===== config.mk =====
export PLATFORM = sky130hd
export DESIGN_NAME = pcpc_prod_unit
export DESIGN_NICKNAME = d
export VERILOG_FILES = /design/src/rtl/core/assert_macros.svh /design/src/rtl/core/pcpc_pkg.sv /design/src/rtl/core/pcpc_prod_unit.sv
export SDC_FILE = /design/constraint.sdc
export NUM_CORES = 1
export LEC_CHECK = 0
export ABC_AREA = 1
export BUFFER_PORTS_ARGS = -buffer_cell sky130_fd_sc_hd__buf_2
export CAP_MARGIN = 20
export CORE_ASPECT_RATIO = 1.4
export CORE_MARGIN = 4
export CORE_UTILIZATION = 50
export DETAILED_ROUTE_END_ITERATION = 8
export PLACE_DENSITY = 0.67
export SETUP_SLACK_MARGIN = 0.3
export SYNTH_ARGS = -nofsm -noshare
export SYNTH_HDL_FRONTEND = slang
export SYNTH_SLANG_ARGS = --single-unit

===== constraint.sdc =====
create_clock -name i_clk -period 9.98 [get_ports i_clk]
set_input_delay 0 -clock i_clk [delete_from_list [all_inputs] [get_ports i_clk]]
set_output_delay 0 -clock i_clk [all_outputs]
set_load 0.01 [all_outputs]

===== src/rtl/core/assert_macros.svh =====
// Assertion macros shared by the polygon clear pair counter RTL.
`ifndef ASSERT_MACROS_SVH
`define ASSERT_MACROS_SVH

// The consequent must hold in the same cycle as the antecedent.
`define PCPC_ASSERT_NOW(label, clk, rst_n, ante, cons, msg) \
    label: assert property (@(posedge clk) disable iff (!rst_n) (ante) |-> (cons)) \
        else $error(msg);

// The consequent must hold in the cycle after the antecedent.
`define PCPC_ASSERT_NEXT(label, clk, rst_n, ante, cons, msg) \
    label: assert property (@(posedge clk) disable iff (!rst_n) (ante) |=> (cons)) \
        else $error(msg);

`endif


===== src/rtl/core/pcpc_pkg.sv =====
// Package with the types, codes and defaults of the polygon clear pair counter.
package pcpc_pkg;

    // Default sizes of the stores and of the coordinates.
    localparam int DEF_MAX_VERTICES = 256;
    localparam int DEF_MAX_POINTS   = 256;
    localparam int DEF_COORD_BITS   = 21;

    // Width and saturation value of the pair count.
    localparam int COUNT_W = 15;
    localparam logic [COUNT_W-1:0] COUNT_MAX = 15'h7FFF;

    // Item commands.
    typedef enum logic [1:0] {
        CMD_CLEAR       = 2'd0,
        CMD_LOAD_VERTEX = 2'd1,
        CMD_LOAD_POINT  = 2'd2,
        CMD_COMPUTE     = 2'd3
    } t_cmd;

    // Orientation of an ordered point triple.
    typedef enum logic [1:0] {
        ORIENT_COLL = 2'd0,
        ORIENT_CW   = 2'd1,
        ORIENT_CCW  = 2'd2
    } t_orient;

    // Micro-steps of one segment test: eight orientation products, then
    // eight bounding box products.
    localparam int STEP_W = 4;
    typedef logic [STEP_W-1:0] t_step;
    localparam t_step STEP_BOX_FIRST = 4'd8;
    localparam t_step STEP_LAST      = 4'd15;

    // Control that travels alongside an operand set through the product unit.
    typedef struct packed {
        logic  vld;
        t_step tag;
    } t_prod_ctl;

    // Sequencer states.
    typedef enum logic [3:0] {
        ST_IDLE,
        ST_NEXT_I,
        ST_LOAD_I,
        ST_NEXT_J,
        ST_LOAD_J,
        ST_EDGE,
        ST_LOAD_VA,
        ST_LOAD_VB,
        ST_ISSUE,
        ST_DRAIN,
        ST_EVAL,
        ST_COUNT,
        ST_DONE
    } t_state;

endpackage


===== src/rtl/core/pcpc_prod_unit.sv =====
// Shared two-stage unit that forms the product (a - b) * (c - d).
module pcpc_prod_unit
    import pcpc_pkg::*;
#(
    parameter int COORD_BITS = DEF_COORD_BITS,
    localparam int DIFF_W    = COORD_BITS + 1,
    localparam int PROD_W    = 2 * DIFF_W
) (
    input  logic                         i_clk,
    input  logic                         i_rst_n,
    input  t_prod_ctl                    i_ctl,
    input  logic signed [COORD_BITS-1:0] i_a,
    input  logic signed [COORD_BITS-1:0] i_b,
    input  logic signed [COORD_BITS-1:0] i_c,
    input  logic signed [COORD_BITS-1:0] i_d,
    output t_prod_ctl                    o_ctl,
    output logic signed [PROD_W-1:0]     o_prod,
    output logic                         o_busy
);

    t_prod_ctl                r_ctl_diff;
    t_prod_ctl                r_ctl_prod;
    logic signed [DIFF_W-1:0] r_da;
    logic signed [DIFF_W-1:0] r_db;
    logic signed [PROD_W-1:0] r_prod;

    // Control tags follow the operands down the two stages.
    always_ff @(posedge i_clk) begin
        if (!i_rst_n) begin
            r_ctl_diff <= '0;
            r_ctl_prod <= '0;
        end else begin
            r_ctl_diff <= i_ctl;
            r_ctl_prod <= r_ctl_diff;
        end
    end

    // First stage: the two differences, exact in one extra bit.
    always_ff @(posedge i_clk) begin
        r_da <= DIFF_W'(i_a) - DIFF_W'(i_b);
        r_db <= DIFF_W'(i_c) - DIFF_W'(i_d);
    end

    // Second stage: the signed product.
    always_ff @(posedge i_clk) begin
        r_prod <= PROD_W'(r_da) * PROD_W'(r_db);
    end

    assign o_ctl  = r_ctl_prod;
    assign o_prod = r_prod;
    assign o_busy = r_ctl_diff.vld | r_ctl_prod.vld;

endmodule


* Yosys cells after proc, flatten, opt, wreduce, memory -nomap -nowiden
Index checks and enable logic that the tools add are counted.
Word-level totals: bits of input ports 91, register bits 98, memories 0, output and inout port bits 50, bits in latches 0, bits in read-only memories 0, logic and storage cells 11, memory bits (writable) 0
Operators by class: muxes and demuxes 0, reduce and logical (&&, ||, !) cells 0, div/mod/pow operators 0, $lt $le $gt $ge 0, equality and inequality tests 0, shift operators 0, multiply operators 1, add/subtract/negate cells 2, bitwise logic cells 1
Operators by type and width (number):
- $mul 22x22->44 | 1
- $sub 21x21->22 | 2
- $or 1x1->1 | 1

* Depth between registers and ports, before layout
depth after elaboration 1, depth in mapped cells 30, gate-level depth less buffers 29

* Worst setup path before layout
No wires, ideal clock.
path kind register to register, from register r_da[21], to register r_prod[38], in the netlist o_prod[38], required time 9.867 ns, setup slack 3.884 ns, stages on the path, launching flop included 23, arrival time 5.984 ns, path through dfxtp_1 clkbuf_1 nand2_1 inv_1 fa_1 fa_1 inv_1 fa_1 inv_1 fa_1 fa_1 inv_1 fa_1 fa_1 inv_1 ha_1 a21oi_1 a21boi_0 o21ai_0 a21oi_1 nand3_1 nand2_1 nand2_1
On the way: longest elaborated chain between the ends 1
RTL lines:
- from (decl) | RTL line pcpc_prod_unit.sv:23 | logic signed [DIFF_W-1:0] r_da;
- from (signal assigned) | RTL line pcpc_prod_unit.sv:40 | r_da <= DIFF_W'(i_a) - DIFF_W'(i_b);
- $mul 22x22->44 | RTL line pcpc_prod_unit.sv:46 | r_prod <= PROD_W'(r_da) * PROD_W'(r_db);
- to (signal assigned) | RTL line pcpc_prod_unit.sv:46
- to (decl) | RTL line pcpc_prod_unit.sv:25 | logic signed [PROD_W-1:0] r_prod;
Every way passes these cells. A chain may end at the register's enable or synchronous reset.

* Worst setup path in the final report
from register r_db[1], to register r_prod[40], in the netlist o_prod[40]
On the way: longest elaborated chain between the ends 1
RTL lines:
- from (decl) | RTL line pcpc_prod_unit.sv:24 | logic signed [DIFF_W-1:0] r_db;
- from (signal assigned) | RTL line pcpc_prod_unit.sv:41 | r_db <= DIFF_W'(i_c) - DIFF_W'(i_d);
- $mul 22x22->44 | RTL line pcpc_prod_unit.sv:46
Every way passes these cells.

==> impl_results.md <==
- Top cells by area, synth: fa_1 42%, inv_1 14%, nand2_1 14%
- Initial DRC count: 997
- Wirelength per Cell: 17.0 um
- Largest family of logic cells by synthesized area: adder cells
- RSZ-0062 raised after global routing: false
- Cells after Synth: 3117
- Layout cell share with drive strength beyond 1: 6.19%
- Sequential-to-total area share from yosys stat: 8.23%
- Compound-Gate Fraction of Synth Area: 3.35%
- Die height: 266 um
- Xor/xnor share of the synthesized area: 2.20%
- Worst-Margin Slew: 1.17 ns
- Starting Density: 50.7%
- Largest net degree at the start of global routing: 23
- DR pass1 iterations: 5
- Hold Crit Class: input port to register
- Clock buffer depth: 2
- Most frequent cell after synthesis: inv_1
- Worst setup margin: 2.81 ns
- Max cap viols: 0
- Final ANT Viol Nets: 0
- Core Box Area: 0.0470 sq mm
- Final hold violation count: 0
- Fraction of the mapped netlist area in adder cells: 51.5%
- Die area: 0.0513 sq mm
- Nets: 3981
- Syn nets: 3888
- PortBufs: 140
- Distinct cells, synth: 30
- Mapped Avg Cell Area: 7.65 sq um
- Via density: 5.05
- CP Launch Type: register
- # clock sinks: 98
- Outcome: completed
- Min cycle time layout: 7.17 ns
- Peak Freq: 140 MHz
- Worst Clk Skew: 0.0227 ns
- Critical path class: register to register
- N_diodes: 0
- Vias in the first global route: 21621
- Crit end category: register
- Final Setup Violations: 0
- Warnings from Yosys: 0
- Main synth FF type: dfxtp_1
- Clock Latency Late Sink: 0.40 ns
- H-Tree Depth: 3
- CTS tree: done
- Mapped Area: 0.0238 sq mm
- Clock root cell: clkbuf_16
- Row count: 94
- Tcrit/Tclk final: 71.8%
- Top-area cell type share of the netlist area: 42.2%
- Crit path required time: 10.27 ns
- DIE WIDTH: 193 um
- Simple-gate share of the synthesized area: 19.1%
- Area delta synth->final: 7.35%
- Via count: 19373
- Setup repair bufs after CTS: 0
- Crit path max fanout: 22
- Initial antenna violation count: 0
- Synth area leader: fa_1
- Post-DP HPWL: 55.1 mm
- Grt total ovfl: 0
- Ports: 141
- Overall routing resource usage: 26.8%
- Most instantiated cells after synthesis: 902 x inv_1, 873 x nand2_1, 503 x fa_1
- Residual DRC: 0
- Final core utilization: 54.4%
- Reg clk slew, reported paths: 0.09 ns
- Fin. max-slew vios: 0
- Setup TNS: 0 ns
- Place WS: 2.79 ns
- Final wirelength: 65.4 mm
- Post-synth EDFFs: 0
- CTS Buf Count: 9
- Post-synthesis register bit count: 98
- Mux cell area share after synthesis: 0%
- First-pass GRT wire length: 108 mm
- Relative slew slack: 21.8%
- FFs w/ async S/R, synth: 0%
- CP arrival: 7.46 ns
- Placer congestion estimate: 0.944
[per-stage QoR]
step | cells | area (sq um) | hold WS, ns
finish | 3839 | 25600 | 0.00221
global route | 3839 | 25600 | 0.0209
CTS | 3837 | 25600 | 0.00162
detailed placement | 3804 | 25100 | 0.191
global placement | 3804 | 25100 | 0.184
floorplan | 3117 | 23800 | 0.0935
[worst max-delay path, cell delays in order, from the launching register on]
cell     delay (ns)
dfxtp_1        0.89
nand2_1        0.21
inv_1          0.18
fa_1           0.44
fa_1           0.61
inv_1          0.23
fa_1           0.68
inv_1          0.26
fa_1           0.57
inv_1          0.06
fa_1           0.55
fa_1           0.44
fa_1           0.49
inv_1          0.04
ha_1           0.40
nand2_1        0.13
nor2_1         0.23
nand2_1        0.11
nor2_1         0.16
nand3_1        0.19
nand4_1        0.15
nand2_1        0.06
[layout make-up]
type	instances	area, sq um
Clock inverter	6	73.8
Sequential cell	98	1960
Timing Repair Buffer	171	1000
Clock buffer	10	229
Inverter	902	3390
Fill cell	4534	21400
Multi-Input combinational cell	2028	18200
Tap cell	624	781
[cell families after synthesis]
logic type,after synthesis
DFF,98
and+or+nand+nor,1144
buffers and inverters,991
AOI/OAI and AO/OA,144
xor gates and xnor gates,60
adders and majority gates,680
[sequential cells by signal (all words and copies together), names as in the netlist]
name / flops
r_db: 22
o_ctl: 5
o_prod: 44
r_da: 22
r_ctl_diff: 5
[cells in the final DEF, fill, tap and decap left out, drive strengths merged, types with 4 or more instances in the layout]
cell and n:
nand3b 4, o21ai 39, a21oi 80, o21bai 8, fa 503, nor2 146
a31oi 4, nor3 13, dfxtp 98, a21o 4, dlygate4sd3 17, o21a 5
xnor2 15, nand2 879, nand3 75, nand4 19, buf 154, or2 8
xor2 45, ha 177, clkbuf 10, inv 905
[path summary, 6_finish.rpt]
kind                            slack (ns)  cells after the start          start          to
worst max-delay path                  2.81                     21        r_db[1]  o_prod[40]
worst max register to register        2.81                     21        r_db[1]  o_prod[40]
worst min-delay path                 0.002                      3         i_a[7]     r_da[7]
worst min register to register        0.42                      2  r_ctl_diff[0]    o_ctl[0]
[layer usage]
metal / track usage, % / vias up / routed length [um] / share of wire [%]
met5: 0 / - / 0 / 0
met4: 12.3 / 0 / 3290 / 5.0
met3: 3.28 / 186 / 3310 / 5.1
met2: 50.1 / 684 / 35000 / 53
met1: 30.1 / 9463 / 23800 / 36
li1: - / 9040 / - / -
[timing repair]
action,CTS,global route
resized for setup,0,0
hold buffers,17,0
endpoints found under the hold margin,14,0
Power is left out: the tool's default activity adds up to more than one toggle a clock period on the data nets, which glitch-free logic cannot reach.
